**src/design/swm_pkg.sv**
```systemverilog
`timescale 1ns / 1ps
// Shared constants and types for the sliding window maximum unit.
package swm_pkg;

   localparam int MAX_WINDOW   = 64;
   localparam int SAMPLE_WIDTH = 32;
   localparam int WLEN_W       = 7;
   localparam int CNT_W        = $clog2(MAX_WINDOW + 1);
   localparam int IDX_W        = $clog2(MAX_WINDOW);
   localparam int CSR_DATA_W   = 32;
   localparam int CSR_ADDR_W   = 3;

   localparam logic REG_WINDOW_LEN = 1'b0;

   typedef logic signed [SAMPLE_WIDTH-1:0] sample_type;

   typedef struct packed {
      logic       advance;
      logic       start;
      sample_type sample;
   } swm_bcast_type;

endpackage

```
**src/design/swm_cell.sv**
```systemverilog
`timescale 1ns / 1ps
// One cell of the running maximum chain.
module swm_cell
   import swm_pkg::*;
(
   input  logic          clock,
   input  swm_bcast_type bcast,
   input  sample_type    prev_max,
   output sample_type    cell_max
);

   sample_type max_ff;
   sample_type max_in;

   always_comb begin
      if (bcast.start) begin
         max_in = bcast.sample;
      end else if (prev_max > bcast.sample) begin
         max_in = prev_max;
      end else begin
         max_in = bcast.sample;
      end
   end

   always_ff @(posedge clock) begin
      if (bcast.advance) begin
         max_ff <= max_in;
      end
   end

   assign cell_max = max_ff;

endmodule

```
**config.mk**
```make
export PLATFORM = sky130hd
export DESIGN_NAME = swm_cell
export DESIGN_NICKNAME = d
export VERILOG_FILES = /design/src/design/swm_pkg.sv /design/src/design/swm_cell.sv
export SDC_FILE = /design/constraint.sdc
export NUM_CORES = 1
export LEC_CHECK = 0
export BUFFER_PORTS_ARGS = -buffer_cell sky130_fd_sc_hd__buf_2
export CAP_MARGIN = 20
export CORE_AREA = 2 2 98 100
export DETAILED_ROUTE_END_ITERATION = 8
export DIE_AREA = 0 0 100 102
export GPL_TIMING_DRIVEN = 0
export PLACE_DENSITY = 0.72
export SETUP_SLACK_MARGIN = 0.02
export SLEW_MARGIN = 40
export SYNTH_ARGS = -nofsm -noshare
export SYNTH_HDL_FRONTEND = slang
export SYNTH_SLANG_ARGS = --single-unit
```
**constraint.sdc**
```tcl
create_clock -name clock -period 4.3 [get_ports clock]
set_input_delay 0.215 -clock clock [delete_from_list [all_inputs] [get_ports clock]]
set_output_delay 0.215 -clock clock [all_outputs]
set_load 0.01 [all_outputs]
```
# Word-level counts from Yosys, hierarchy flattened
# Index checks and enable logic that the tools add are counted.
dict set report word_totals {
  wordCells 4
  input_bits 67
  output_inout_bits 32
  register_bits 32
}
dict set report classes {
  mux 2
  magnitude_cmp 1
}
# op n
set ops {}
lappend ops {{$mux W32} 2}
lappend ops {{$gt A32 B32 Y1} 1}

# Logic depth before layout (Yosys ltp)
dict set report depth {
  word_depth 3
  mapped_depth 11
  mapped_depth_nobuf 8
}

# Least setup slack after synthesis
# Ideal clock, no wire load.
dict set report synth_path {
  path_kind {input port to flip-flop}
  from {input bcast[31] (netlist bit)}
  to {register max_ff[10] (netlist: cell_max[10]), data pin}
  n_path_buf 3
  t_arrival_ns 2.018
  setup_ns 0.270
  path_stages 11
  path_slack_ns 2.012
  required_ns 4.030
  cell_sequence {inv_1 -> ha_1 -> buf_4 -> nand4_4 -> or4_4 -> nor2_1 -> nor2_1 -> buf_2 -> clkbuf_1 -> nand4_1 -> o2111ai_1}
}
dict set report synth_between {
  elab_chain_cells 3
}
# element line_no
set synth_lines {}
lappend synth_lines {{start: declaration} swm_cell.sv:7} ;# input swm_bcast_type bcast,
lappend synth_lines {{$gt A32 B32 Y1} swm_cell.sv:18} ;# end else if (prev_max > bcast.sample) begin
lappend synth_lines {{$mux W32} swm_cell.sv:18}
lappend synth_lines {{$mux W32} swm_cell.sv:16} ;# if (bcast.start) begin
lappend synth_lines {{named net max_in[10]} swm_cell.sv:13} ;# sample_type max_in;
lappend synth_lines {{end signal: assignment} swm_cell.sv:27} ;# max_ff <= max_in;
lappend synth_lines {{end: declaration} swm_cell.sv:12} ;# sample_type max_ff;
# The timed path passes the listed nets, and every way through them passes these cells.
# A chain may end at the register's enable or synchronous reset.

# Final worst setup path
dict set report layout_path {
  from {input bcast[30] (netlist bit)}
  to {register max_ff[15] (netlist: cell_max[15]), data pin}
}
# The elaborated chain is that of the path after synthesis.

==> run metrics <==
total routing usage reported by global routing a little over a quarter; Logic pwr share between 40% and 50%; Mapped Area around 4000 um^2; row count 35; CTS Buffer Depth 2; sequential fraction of the synthesis area approximately 24%; P_int around 720 uW; Initial Util roughly 44%; leading area contributor after synthesis edfxtp_1; CTS-repair resized insts 0; Hold WS 0.327 ns; global-route wire length before repair ~21 mm; fin nets around 670; Leakage Power 0.00180 uW; Die ar. about 10,000 um^2; outcome finished, final reports clean; placed inst area roughly 4600 um^2; CTS Sinks 32; Hold WC Path Type in2reg; Worst Setup Path Type in2reg; CP Capture Point cell_max[15]$_DFFE_PP_; Critical Path Start Type primary input; Vias approximately 4,600; Total Neg Setup Slack 0 ns; #FFs+latches synth 32; Design Area, Final 4710 um^2; Post-DP HPWL between 9 and 10 mm; peak supply drop 0.000139 V; residual DRC count 0; synth cell count leaders nand4_1, nand2_1, inv_1, nand2b_1; period utilization roughly three fifths; max FFs per register 32; dpl ws between 1 and 1.5 ns; layout cells sized above 1 between 20 and 25%; port bufs a little under 100; initial DRC count between 500 and 600; Die W around 100 um; Worst EP required around 4.3 ns; CTS tree built; hold_buf cts 0; power consumption between 1000 and 1500 uW; count of pins over their slew limit 0; unrepaired setup endpoints after global routing false; crit path from bcast[30]; sequential share of power 35.1%; Max Fanout on Critical Path 10; largest net degree at the start of global routing 33; CTS root buf clkbuf_8; PnR worst setup slack roughly 1.7 ns; Layout area overhead 17.7%; distinct cell type count after synthesis 32; Mapped Cells approximately 470; worst slew pin tran about 0.76 ns; Post-Syn Nets roughly 560; PD cells 246 nW/um^2; Avg WL per Cell around 20 um; post-synth top area share 24.0%; Psw 444 uW; syn avg cell area around 8.6 um^2; CP Capture Type flop; Hold Crit Depth 3; boundary pin count 99; vias per std cell just under 7; Period minus WS final between 2 and 3 ns; final hold vios 0; most numerous cell in the Yosys netlist nand4_1; final wirelength between 10 and 15 mm; ANT cells 0; antenna violations before repair 0; routability cong. between 0.9 and 1; core area around 9100 um^2; endpoints failing setup 0; # H-tree levels 2; Max Clk Rate 378 MHz; sw frac between 30% and 40%; Detailed Routing Iterations Pass 1 5; total CTS buffers 5; warnings from Yosys 0; critical path arrival between 2 and 3 ns; # Post-CTS Setup Buffers 0; Relative slew margins about half; die height approximately 100 um; max cap viols 0; Clock transition at path regs approximately 0.080 ns; Post-synth top flop edfxtp_1; power share of the clock group just over 20%; total gr overflow 0; number of global-route vias before repair around 4,300; top cells by area, synth edfxtp_1, nand4_1, ha_1; number of synthesized flops with an enable pin 32; FFs w/ async S/R, synth 0%; Final ANT Viol Nets 0
-- critical path, cell delays in order --
cell and delay, ns:
buf_2 0.11, inv_1 0.06, ha_1 0.36, a21oi_1 0.18, nand2_1 0.09, a221oi_1 0.33
and2_1 0.17, buf_2 0.22, clkbuf_1 0.45, o221a_2 0.28, o2111ai_1 0.16
-- area by class of cell --
type | count | area, um^2
buffer | 58 | 251
tap | 111 | 139
fill | 880 | 4400
inverter | 33 | 124
multi-input combinational | 342 | 2670
timing repair buffer | 98 | 490
sequential | 32 | 961
clock inverter | 1 | 3.75
clock buffer | 7 | 76.3
-- cells by family after synthesis --
| group | Yosys count | synth area share (%) |
|---|---|---|
| DFF | 32 | 24.0 |
| adders and majority gates | 32 | 10.0 |
| and+or+nand+nor | 190 | 29.5 |
| AOI/OAI and AO/OA | 120 | 27.1 |
| buffers and inverters | 91 | 9.38 |
-- layer usage --
layer  vias up  global-route usage [%]  wire length, um  part of all wire, %
li1       2095                       -                -                    -
met1      2175                    35.5             5780                   43
met2       317                    42.7             6140                   45
met3        39                    4.92             1300                  9.6
met4         0                    8.54              366                  2.7
met5         -                       0                0                    0
-- stage by stage --
step	instances	util [%]
after floorplan	465	-
after global placement	674	50.9
after detailed placement	674	50.9
after CTS	682	51.7
after global routing	682	51.7
final	682	51.7
-- worst min path at each step --
stage	startpoint	to
6_report	prev_max[18]	cell_max[18]$_DFFE_PP_
5_1_grt	bcast[0]	cell_max[0]$_DFFE_PP_
4_1_cts	bcast[0]	cell_max[0]$_DFFE_PP_
3_5_place_dp	bcast[0]	cell_max[0]$_DFFE_PP_
3_3_place_gp	bcast[0]	cell_max[0]$_DFFE_PP_
2_1_floorplan	bcast[33]	cell_max[0]$_DFFE_PP_
-- power by group through the flow --
| stage | clock network [uW] | logic, uW | registers, uW |
|---|---|---|---|
| floorplan | 0 | 290 | 439 |
| global placement | 0 | 491 | 413 |
| detailed placement | 0 | 502 | 414 |
| CTS | 239 | 505 | 408 |
| global route | 256 | 562 | 411 |
| finish | 237 | 516 | 407 |
-- cells in the final DEF (no fill, tap or decap), drive strengths merged --
cell     instances
buf            124
nand4           72
nand2           40
clkbuf          39
inv             33
nand2b          33
nand4b          32
a211o           32
ha              32
edfxtp          32
o221a           32
o2111ai         31
a21oi           13
o21ai            5
nor2             4
or4              3
nand3            2
a221oi           2
a22oi            1
nor3             1
and2             1
nor2b            1
o211ai           1
a2111o           1
a31oi            1
o21bai           1
nor4b            1
clkinv           1
No activity file was read; power rests on OpenSTA's default activity.
