`config.mk`:
```
export PLATFORM = sky130hd
export DESIGN_NAME = swm_csr
export DESIGN_NICKNAME = d
export VERILOG_FILES = /design/src/design/swm_pkg.sv /design/src/design/swm_csr.sv
export SDC_FILE = /design/constraint.sdc
export NUM_CORES = 1
export LEC_CHECK = 0
export ABC_CLOCK_PERIOD_IN_PS = 1100
export BUFFER_PORTS_ARGS = -buffer_cell sky130_fd_sc_hd__buf_4
export CAP_MARGIN = 20
export CELL_PAD_IN_SITES_DETAIL_PLACEMENT = 0
export CELL_PAD_IN_SITES_GLOBAL_PLACEMENT = 1
export CORE_UTILIZATION = 20
export DETAILED_ROUTE_END_ITERATION = 7
export MAX_ROUTING_LAYER = met4
export PLACE_DENSITY = 0.82
export SLEW_MARGIN = 30
export SYNTH_ARGS = -nofsm -noshare
export SYNTH_HDL_FRONTEND = slang
export SYNTH_SLANG_ARGS = --single-unit
export TNS_END_PERCENT = 5
```
`constraint.sdc`:
```
create_clock -name clock -period 1.1 [get_ports clock]
set_clock_uncertainty 0.1 [all_clocks]
set_input_delay 0.055 -clock clock [delete_from_list [all_inputs] [get_ports clock]]
set_output_delay 0.055 -clock clock [all_outputs]
set_load 0.02 [all_outputs]
```
`src/design/swm_pkg.sv`:
```
`timescale 1ns / 1ps
// Shared constants and types for the sliding window maximum unit.
package swm_pkg;

   localparam int MAX_WINDOW   = 64;
   localparam int SAMPLE_WIDTH = 32;
   localparam int WLEN_W       = 7;
   localparam int CNT_W        = $clog2(MAX_WINDOW + 1);
   localparam int IDX_W        = $clog2(MAX_WINDOW);
   localparam int CSR_DATA_W   = 32;
   localparam int CSR_ADDR_W   = 3;

   localparam logic REG_WINDOW_LEN = 1'b0;

   typedef logic signed [SAMPLE_WIDTH-1:0] sample_type;

   typedef struct packed {
      logic       advance;
      logic       start;
      sample_type sample;
   } swm_bcast_type;

endpackage

```
`src/design/swm_csr.sv`:
```
`timescale 1ns / 1ps
// Configuration register block: window length register and its clamped value.
module swm_csr
   import swm_pkg::*;
(
   input  logic                  clock,
   input  logic                  reset,
   input  logic                  csr_psel,
   input  logic                  csr_penable,
   input  logic                  csr_pwrite,
   input  logic [CSR_ADDR_W-1:0] csr_paddr,
   input  logic [CSR_DATA_W-1:0] csr_pwdata,
   output logic [CSR_DATA_W-1:0] csr_prdata,
   output logic                  csr_pready,
   output logic [CNT_W-1:0]      win_eff
);

   logic [WLEN_W-1:0] wlen_ff;
   logic [WLEN_W-1:0] wlen_in;
   logic              hit;

   assign hit = (csr_paddr[CSR_ADDR_W-1:2] == REG_WINDOW_LEN);

   always_comb begin
      wlen_in = wlen_ff;
      if (csr_psel && csr_penable && csr_pwrite && hit) begin
         wlen_in = csr_pwdata[WLEN_W-1:0];
      end
   end

   always_ff @(posedge clock) begin
      if (reset) begin
         wlen_ff <= WLEN_W'(1);
      end else begin
         wlen_ff <= wlen_in;
      end
   end

   always_comb begin
      if (wlen_ff == '0) begin
         win_eff = CNT_W'(1);
      end else if (int'(wlen_ff) > MAX_WINDOW) begin
         win_eff = CNT_W'(MAX_WINDOW);
      end else begin
         win_eff = CNT_W'(wlen_ff);
      end
   end

   assign csr_prdata = hit ? CSR_DATA_W'(wlen_ff) : '0;
   assign csr_pready = 1'b1;

endmodule

```
======== Word level (Yosys, flattened, before mapping) ========
Cells that the tools add are included.
cells by class
  bitwise logic cells ..................... 1
  multiplexer cells ....................... 3
  reductions and logical operators ........ 4
  magnitude comparators ................... 1
operators with widths
  kind                number
  $mux 7              3
  $gt 7x7->1 const B  1
  $logic_not 7->1     1
  $logic_and 1x1->1   3
  $not 1->1           1
word-level totals
  input bits .............................. 40
  output and inout port bits .............. 40
  flip-flop bits (word level) ............. 7
  word-level logic and storage cells ...... 10

======== Longest topological paths before layout ========
Gate-level depths: netlist of run 1.
  depth in word-level cells ............... 3
  depth in mapped cells ................... 3
  depth with buffers taken out ............ 2

======== Least setup slack after synthesis of run 1 ========
Ideal clock, no wire load.
  kind .................................... register to output
  from .................................... register wlen_ff[1]
  to ...................................... output port win_eff[0]
  path buffers ............................ 0
  slack ................................... -188 ps
  cell stages (with the launch flop) ...... 3
  required time ........................... 945 ps
  arrival time ............................ 1,133 ps
  path through ............................ dfxtp_1 -> or3_1 -> o41ai_2
on the way
  word-level cells in the longest chain between the ends .. 3
  elaborated cells between the ends (all ways) .. 4
  those cells by class .................... order compare (1); mux (2); reduce/logical (1)
ends and longest elaborated chain
  what                      RTL line       text
  start: declaration        swm_csr.sv:18  logic [WLEN_W-1:0] wlen_ff;
  start signal: assignment  swm_csr.sv:35  wlen_ff <= wlen_in;
  $gt 7x7->1                swm_csr.sv:42  end else if (int'(wlen_ff) > MAX_WINDOW) begin
  $mux 7                    swm_csr.sv:42
  $mux 7 (*)                swm_csr.sv:40  if (wlen_ff == '0) begin
  end: declaration          swm_csr.sv:15  output logic [CNT_W-1:0] win_eff
Every way passes the cells marked *; elsewhere a longest branch is shown, timed or not.

======== Worst setup path after layout of run 1 ========
Same ends and word-level chain as after synthesis.

==> flow_metrics.env, run 1 <==
export IMPL_gr_usage_met2=0.141
export IMPL_netlist_area_leader_share=0.302
export IMPL_cts_max_level=1
export IMPL_top_regs="wlen_ff: 7 flops"
export IMPL_core_area_mm2=0.00305
export IMPL_power_density_mw_per_mm2=743
export IMPL_final_hold_viol_count=0
export IMPL_busiest_layer="met2"
export IMPL_wire_per_inst_um=8.32
export IMPL_grt_max_degree=15
export IMPL_p_switching_uw=240
export IMPL_cts_inserted_buffers=3
export IMPL_synth_cell_types=13
export IMPL_p_sw_frac=0.329
export IMPL_final_setup_viol_count=11
export IMPL_layout_setup_ws_ns=-0.415
export IMPL_cts_root_buf="clkbuf_4"
export IMPL_vias_per_cell=3.32
export IMPL_yosysTopAreaCell="buf_4"
export IMPL_tritoncts="yes"
export IMPL_syn_avg_cell_area_um2=8.61
export IMPL_cts_buffer_depth=2
export IMPL_fin_area_um2=983
export IMPL_initial_core_util=0.211
export IMPL_p_leak_uw=0.000491
export IMPL_cp_arrival_ns=1.36
export IMPL_antenna_cells=0
export IMPL_outcome="complete, but fails checks"
export IMPL_fp_dieW_um=58.8
export IMPL_synthToLayoutAreaGrowth_pct=52.3
export IMPL_clk_pin_slew_ns=0.05
export IMPL_grt_pass1_wl_mm=2.10
export IMPL_largest_reg_flops=7
export IMPL_timing_final_crit_share=1.38
export IMPL_use_met1=0.0858
export IMPL_yosysWarningCount=0
export IMPL_intPower_uw=491
export IMPL_die_h_um=58.8
export IMPL_path_class="reg -> out"
export IMPL_cap_violations=0
export IMPL_vdd_drop_max_uv=443
export IMPL_placement_io_buffers=26
export IMPL_postLayoutCoreUtil=0.322
export IMPL_nNetsFinal=154
export IMPL_antenna_found_initial=0
export IMPL_slew_violations=0
export IMPL_dieArea_mm2=0.00346
export IMPL_drt_iter0_drc=6
export IMPL_drive_gt1_frac=0.434
export IMPL_regMostFlops="wlen_ff"
export IMPL_synthCells=75
export IMPL_hold_class="in -> reg"
export IMPL_clkLatencyLatePin_ns=0.26
export IMPL_place_gp_congestion=0.663
export IMPL_dpl_cell_area_um2=841
export IMPL_num_vias=521
export IMPL_hpwl_mm=1.04
export IMPL_startpoint_type="flop"
export IMPL_wl_mm=1.31
export IMPL_pre_cts_slack_ns=-0.175
export IMPL_firstDrtPassIters=4
export IMPL_rows=20
export IMPL_syn_cell_area_um2=646
export IMPL_boundaryPins=80
export IMPL_ys_ff_latch=7
export IMPL_failed_checks="negative setup slack"
export IMPL_finalCriticalPeriod_ns=1.52
export IMPL_cts_sinks=7
export IMPL_remaining_drc_errors=0
export IMPL_sequentialPowerShare=0.361
export IMPL_cp_required_ns=0.94
export IMPL_final_common_cell="conb_1"
export IMPL_grt_total_usage=0.0886
export IMPL_total_power_uw=731
export IMPL_worst_setup_path_end_kind="output pin"
export IMPL_ant_nets=0
export IMPL_rsz0062_at_grt="true"
export IMPL_cp_max_fo=2
export IMPL_ys_top_cells_by_area="buf_4 (30%), dfxtp_1 (22%), nand2b_1 (13%)"
export IMPL_clkPwrFrac=0.333
export IMPL_pwr_share_comb=0.306
export IMPL_use_met3=0.0527
export IMPL_max_freq_mhz=660
export IMPL_gr_total_overflow=0
export IMPL_final_cell_mix="conb_1 (26), buf_4 (24), nand2b_1 (13)"
export IMPL_grt_pass1_vias=462
export IMPL_ys_seq_area_frac=0.217
==> through the flow <==
step / hold WS (ns) / std cells / setup TNS, ns
after floorplan: 0.110 / 99 / -0.107
after global placement: 0.215 / 146 / -0.152
after detailed placement: 0.235 / 146 / -0.175
after CTS: 0.0478 / 157 / -1.08
after global routing: 0.0765 / 157 / -1.35
final: 0.0458 / 157 / -0.856
==> cell families (layout without fill, tap and decap cells) <==
| kind of cell | Yosys count | in the layout | synth area share |
|---|---|---|---|
| muxes | 7 | 7 | 0.109 |
| DFF | 7 | 7 | 0.217 |
| buffers and inverters | 29 | 43 | 0.331 |
| AOI/OAI and AO/OA | 1 | 1 | 0.0252 |
| and+or+nand+nor | 29 | 29 | 0.306 |
| other | 2 | 26 | 0.0116 |
==> per-layer routing <==
| layer | routed length [um] | vias up |
|---|---|---|
| met5 | 0 | - |
| met4 | 25 | 0 |
| met3 | 142 | 5 |
| met2 | 658 | 28 |
| met1 | 481 | 230 |
| li1 | - | 258 |
==> path summary, 6_finish.rpt <==
check / start / endpoint / slack (ns) / cells past startpoint
max: wlen_ff[1] / win_eff[0] / -0.42 / 3
min: reset / wlen_ff[1] / 0.05 / 3
max reg2reg: wlen_ff[6] / wlen_ff[6] / 0.26 / 3
min reg2reg: wlen_ff[4] / wlen_ff[4] / 0.41 / 2
==> Yosys cell counts <==
cell      number
buf_6          1
dfxtp_1        7
and4b_1        1
nor2_1         2
nand2b_1      13
or3_1          1
nor2b_1        5
buf_4         26
conb_1         2
mux2i_1        7
o41ai_2        1
clkbuf_1       2
and2b_2        7
==> worst max-delay path: stages (launching register included) <==
cell	delay, ns
dfxtp_2	0.31
or3_4	0.39
o41ai_4	0.21
buf_4	0.19
==> power by group through the flow <==
stage / sequential, uW / clock (uW) / combinational (uW)
finish: 264 / 243 / 224
global route: 265 / 265 / 243
CTS: 266 / 250 / 221
detailed placement: 271 / 0 / 198
global placement: 270 / 0 / 197
floorplan: 270 / 0 / 204
==> final cells by class <==
cell class / instances / area [um2]
Clock buffer: 4 / 26.3
Fill cell: 356 / 2070
Multi-Input combinational cell: 63 / 405
Sequential cell: 7 / 148
Tap cell: 44 / 55.1
Timing Repair Buffer: 39 / 349
==> repair_timing <==
| action | CTS | global route |
|---|---|---|
| hold buffers | 7 | 0 |
| setup endpoints to repair | 13 | 13 |
| gates resized for setup | 7 | 8 |
| hold endpoints to repair | 7 | 0 |
| setup buffers | 0 | 0 |
Power figures use the tool's default switching activity.
==> run 2: changes to the inputs <==
Settings changed: PLACE_DENSITY 0.82 to 0.91.
==> run 2 against run 1 <==
Against the previous run: the flow still finishes with violations (negative setup slack); routed wire length is 0.69% higher; clock power down 5%; non-clock buffer count increased by 1; power is 0.84% lower; sequential cell count unchanged; global-route usage is 1.2 points lower; clock-buffer cell count unchanged; utilization increased by 0.12 points; critical path depth unchanged; critical path type unchanged.
==> flow_metrics.env, run 2 (same netlist as run 1, synthesis figures left out) <==
export IMPL_outcome="complete, but fails checks"
export IMPL_failed_checks="negative setup slack"
export IMPL_layout_setup_ws_ns=-0.393
export IMPL_wire_per_inst_um=8.33
export IMPL_cts_sinks=7
export IMPL_antenna_cells=0
export IMPL_dpl_cell_area_um2=848
export IMPL_vias_per_cell=3.35
export IMPL_hpwl_um=986
export IMPL_place_gp_congestion=0.693
export IMPL_clkLatencyLatePin_ns=0.25
export IMPL_grt_pass1_vias=446
export IMPL_vdd_drop_max_uv=205
export IMPL_fin_area_um2=987
export IMPL_multi_input_area_um2=408
export IMPL_regMostFlops="wlen_ff"
export IMPL_p_leak_uw=0.000494
export IMPL_grt_total_usage=0.0766
export IMPL_cts_root_buf="clkbuf_4"
export IMPL_rsz0062_at_grt="true"
export IMPL_nNetsFinal=155
export IMPL_placement_io_buffers=26
export IMPL_seqCellArea_um2=145
export IMPL_rows=20
export IMPL_finalCriticalPeriod_ns=1.49
export IMPL_worst_setup_path_end_kind="output pin"
export IMPL_fillers=326
export IMPL_cp_required_ns=0.94
export IMPL_tritoncts="yes"
export IMPL_cts_inserted_buffers=3
export IMPL_timing_final_crit_share=1.36
export IMPL_final_setup_viol_count=10
export IMPL_wl_mm=1.32
export IMPL_whs_ns=0.0456
export IMPL_setup_tns_ns=-1.01
export IMPL_cp_arrival_ns=1.34
export IMPL_postCtsSetupBuffers=0
export IMPL_fp_dieW_um=58.8
export IMPL_initial_core_util=0.211
export IMPL_hold_class="in -> reg"
export IMPL_max_freq_mhz=670
export IMPL_remaining_drc_errors=0
export IMPL_cp_max_fo=2
export IMPL_drive_gt1_frac=0.447
export IMPL_synthToLayoutAreaGrowth_pct=52.9
export IMPL_die_h_um=58.8
export IMPL_startpoint_type="flop"
export IMPL_core_area_mm2=0.00305
export IMPL_num_vias=530
export IMPL_firstDrtPassIters=2
export IMPL_ant_nets=0
export IMPL_top_regs="wlen_ff: 7 flops"
export IMPL_largest_reg_flops=7
export IMPL_cap_violations=0
export IMPL_grt_max_degree=15
export IMPL_drt_iter0_drc=12
export IMPL_finalNonFillerCells=158
export IMPL_boundaryPins=80
export IMPL_final_cell_mix="conb_1 (26), buf_4 (26), nand2b_1 (13)"
export IMPL_path_class="reg -> out"
export IMPL_cts_max_level=1
export IMPL_dieArea_mm2=0.00346
export IMPL_slew_violations=0
export IMPL_power_density_mw_per_mm2=734
export IMPL_final_hold_viol_count=0
export IMPL_clk_pin_slew_ns=0.05
export IMPL_gr_total_overflow=0
export IMPL_grt_pass1_wl_mm=1.84
export IMPL_dp_cells=147
export IMPL_cts_buffer_depth=2
export IMPL_antenna_found_initial=0
## run 2: cell count changes in the layout (fill, tap and decap cells not counted), sizes merged
cell / previous run / this run
buf: 32 / 33
## run 2: timing repair
action	CTS	global route
setup endpoints to repair	13	12
pin swaps	0	0
hold buffers	7	0
endpoints found under the hold margin	7	0
resized for setup	7	7
## run 2: worst paths after layout
check	startpoint	endpoint	slack [ns]	cells after the start
max	wlen_ff[1]	win_eff[0]	-0.39	3
min reg2reg	wlen_ff[4]	wlen_ff[4]	0.40	2
max reg2reg	wlen_ff[6]	wlen_ff[6]	0.25	3
min	reset	wlen_ff[0]	0.05	3
## run 2: where the power goes
part           switching [uW]  internal, uW  total [uW]
combinational             132          95.8         227
sequential               5.65           260         266
clock                    93.1           138         231
## run 2: cell type report
cell class	instances	area share
multi-input cells	63	0.413
repair buffers	40	0.357
well taps	44	0.0558
flip-flops and latches	7	0.147
clock buffers	4	0.0266
## run 2: critical path, cell delays in order (launching register included)
cell and delay [ns]:
dfxtp_1 0.31, or3_4 0.39, o41ai_4 0.20, buf_4 0.19
## run 2: metrics by stage
stage / worst slack [ns] / util / total power [uW]
floorplan: -0.107 / - / 474
global placement: -0.126 / 0.278 / 469
detailed placement: -0.145 / 0.278 / 472
CTS: -0.399 / 0.316 / 730
global route: -0.453 / 0.323 / 763
finish: -0.393 / 0.323 / 725
## run 2: layer usage
metal,routed length [um],global-route usage
met5,0,-
met2,679,0.135
met4,11,0.0510
met1,514,0.0719
met3,110,0.0220
==> run 3: changes to the inputs <==
Settings changed: SETUP_SLACK_MARGIN set to 0.5.
==> run 3 against run 2 <==
Against the previous run: the run ends with negative hold slack, negative setup slack left; final cell count shrank 4.4%; global-route usage down 0.38 points; via count down 4.9%; sequential power about the same; clock power about the same; power down 2.7%; critical endpoint unchanged; combinational power down 8%; largest power group unchanged; utilization shrank 2.3 points; worst hold slack lost 0.085 ns; sequential cell count did not move; first-iteration DRC count shrank 25%; clock-buffer cell count is the same.
==> flow_metrics.env, run 3 (same netlist as run 1, synthesis figures left out) <==
export IMPL_outcome="complete, but fails checks"
export IMPL_failed_checks="negative hold slack, negative setup slack"
export IMPL_ant_nets=0
export IMPL_regMostFlops="wlen_ff"
export IMPL_cap_violations=0
export IMPL_slew_violations=0
export IMPL_gr_usage_met2=0.122
export IMPL_r2r_start="wlen_ff[6]"
export IMPL_cts_buffer_depth=2
export IMPL_placement_io_buffers=26
export IMPL_top_regs="wlen_ff: 7 flops"
export IMPL_cts_sinks=7
export IMPL_finalNonFillerCells=151
export IMPL_cp_arrival_ns=1.33
export IMPL_sequentialPowerShare=0.377
export IMPL_remaining_drc_errors=0
export IMPL_whs_ns=-0.0393
export IMPL_cts_max_level=1
export IMPL_cp_required_ns=0.94
export IMPL_boundaryPins=80
export IMPL_clk_pin_slew_ns=0.05
export IMPL_rows=20
export IMPL_worst_setup_path_end_kind="output pin"
export IMPL_dp_cells=147
export IMPL_cts_root_buf="clkbuf_4"
export IMPL_fillers=336
export IMPL_busiest_layer="met2"
export IMPL_final_setup_viol_count=10
export IMPL_max_freq_mhz=675
export IMPL_firstDrtPassIters=2
export IMPL_place_gp_congestion=0.693
export IMPL_timing_final_crit_share=1.35
export IMPL_ff2ff_path_depth=3
export IMPL_postLayoutCoreUtil=0.300
export IMPL_antenna_found_initial=0
export IMPL_intPower_uw=480
export IMPL_initial_core_util=0.211
export IMPL_wire_per_inst_um=7.88
export IMPL_endpoint="win_eff[0]"
export IMPL_p_sw_frac=0.320
export IMPL_reg2reg_slack_ns=0.28
export IMPL_rsz0062_at_grt="true"
export IMPL_nNetsFinal=148
export IMPL_dpl_cell_area_um2=848
export IMPL_hold_class="in -> reg"
export IMPL_drive_gt1_frac=0.486
export IMPL_power_density_mw_per_mm2=769
export IMPL_synthToLayoutAreaGrowth_pct=42.1
export IMPL_drt_iter0_drc=9
export IMPL_grt_pass1_wl_mm=1.75
export IMPL_path_class="reg -> out"
export IMPL_fp_dieW_um=58.8
export IMPL_final_hold_viol_count=7
export IMPL_use_met1=0.0706
export IMPL_final_cell_mix="conb_1 (26), buf_4 (25), nand2b_1 (13)"
export IMPL_finalCriticalPeriod_ns=1.48
export IMPL_slowest_stage="or3_4"
export IMPL_final_common_cell="conb_1"
export IMPL_use_met3=0.0242
export IMPL_crit_chain="or3_4, o41ai_4, buf_4"
export IMPL_num_vias=504
export IMPL_wl_mm=1.19
export IMPL_fin_area_um2=917
export IMPL_cp_max_fo=2
export IMPL_critical_path_max_stage_delay_ns=0.39
export IMPL_grt_total_usage=0.0728
export IMPL_critPathLaunch="wlen_ff[1]"
export IMPL_gr_total_overflow=0
export IMPL_largest_reg_flops=7
export IMPL_clkPwrFrac=0.328
export IMPL_antenna_cells=0
export IMPL_hpwl_um=986
export IMPL_p_leak_uw=0.000466
export IMPL_dieArea_mm2=0.00346
export IMPL_pwr_share_comb=0.295
export IMPL_grt_pass1_vias=421
export IMPL_r2r_end="wlen_ff[6]"
export IMPL_vias_per_cell=3.34
export IMPL_tritoncts="yes"
export IMPL_die_h_um=58.8
export IMPL_clkLatencyLatePin_ns=0.25
export IMPL_core_area_mm2=0.00305
export IMPL_cts_inserted_buffers=3
export IMPL_grt_max_degree=15
export IMPL_layout_setup_ws_ns=-0.381
export IMPL_p_switching_uw=226
export IMPL_vdd_drop_max_uv=203
export IMPL_startpoint_type="flop"
export IMPL_postCtsSetupBuffers=0
[run 3: timing repair]
action	4_1_cts	5_1_grt
gates resized for setup	10	5
cloned	0	0
pin swaps	1	0
setup endpoints to repair	21	21
hold endpoints to repair	7	7
[run 3: layout make-up]
cell class / count / area, um2 / area share
sequential: 7 / 146 / 0.160
tap: 44 / 55.1 / 0.0600
multi-input combinational: 63 / 403 / 0.439
clock buffer: 4 / 26.3 / 0.0286
timing repair buffer: 33 / 287 / 0.312
[run 3: per-layer routing]
metal,wire length [um],part of all wire
met1,480,0.40
met5,0,0
met3,120,0.10
met4,11,0.0092
met2,576,0.48
[run 3: worst max-delay path: cells and delay by family (launching register included)]
family | cells | cell delay [ns]
compound gates | 1 | 0.20
buf+inv | 1 | 0.19
flops | 1 | 0.31
simple gates | 1 | 0.39
[run 3: worst min-delay path by stage]
stage                      end          start  cells after the start  slack, ns
floorplan           wlen_ff[1]  csr_pwdata[1]                      2       0.11
global placement    wlen_ff[0]  csr_pwdata[0]                      3       0.23
detailed placement  wlen_ff[0]  csr_pwdata[0]                      3       0.23
CTS                 wlen_ff[4]  csr_pwdata[4]                      3      -0.04
global route        wlen_ff[6]  csr_pwdata[6]                      3      -0.03
finish              wlen_ff[6]  csr_pwdata[6]                      3      -0.04
[run 3: power by group through the flow]
stage               Clock [uW]  Sequential (uW)  Combinational (uW)
finish                     231              266                 208
global route               252              267                 224
CTS                        240              266                 207
detailed placement           0              270                 202
global placement             0              270                 199
floorplan                    0              270                 204
[run 3: per-stage QoR]
step	power, uW	setup WS [ns]	hold WS [ns]	TNS (ns)
5_1_grt	743	-0.443	-0.0339	-1.36
3_5_place_dp	472	-0.145	0.230	-0.145
6_report	706	-0.381	-0.0393	-0.920
2_1_floorplan	474	-0.107	0.110	-0.107
3_3_place_gp	469	-0.126	0.225	-0.126
4_1_cts	713	-0.399	-0.0434	-1.07
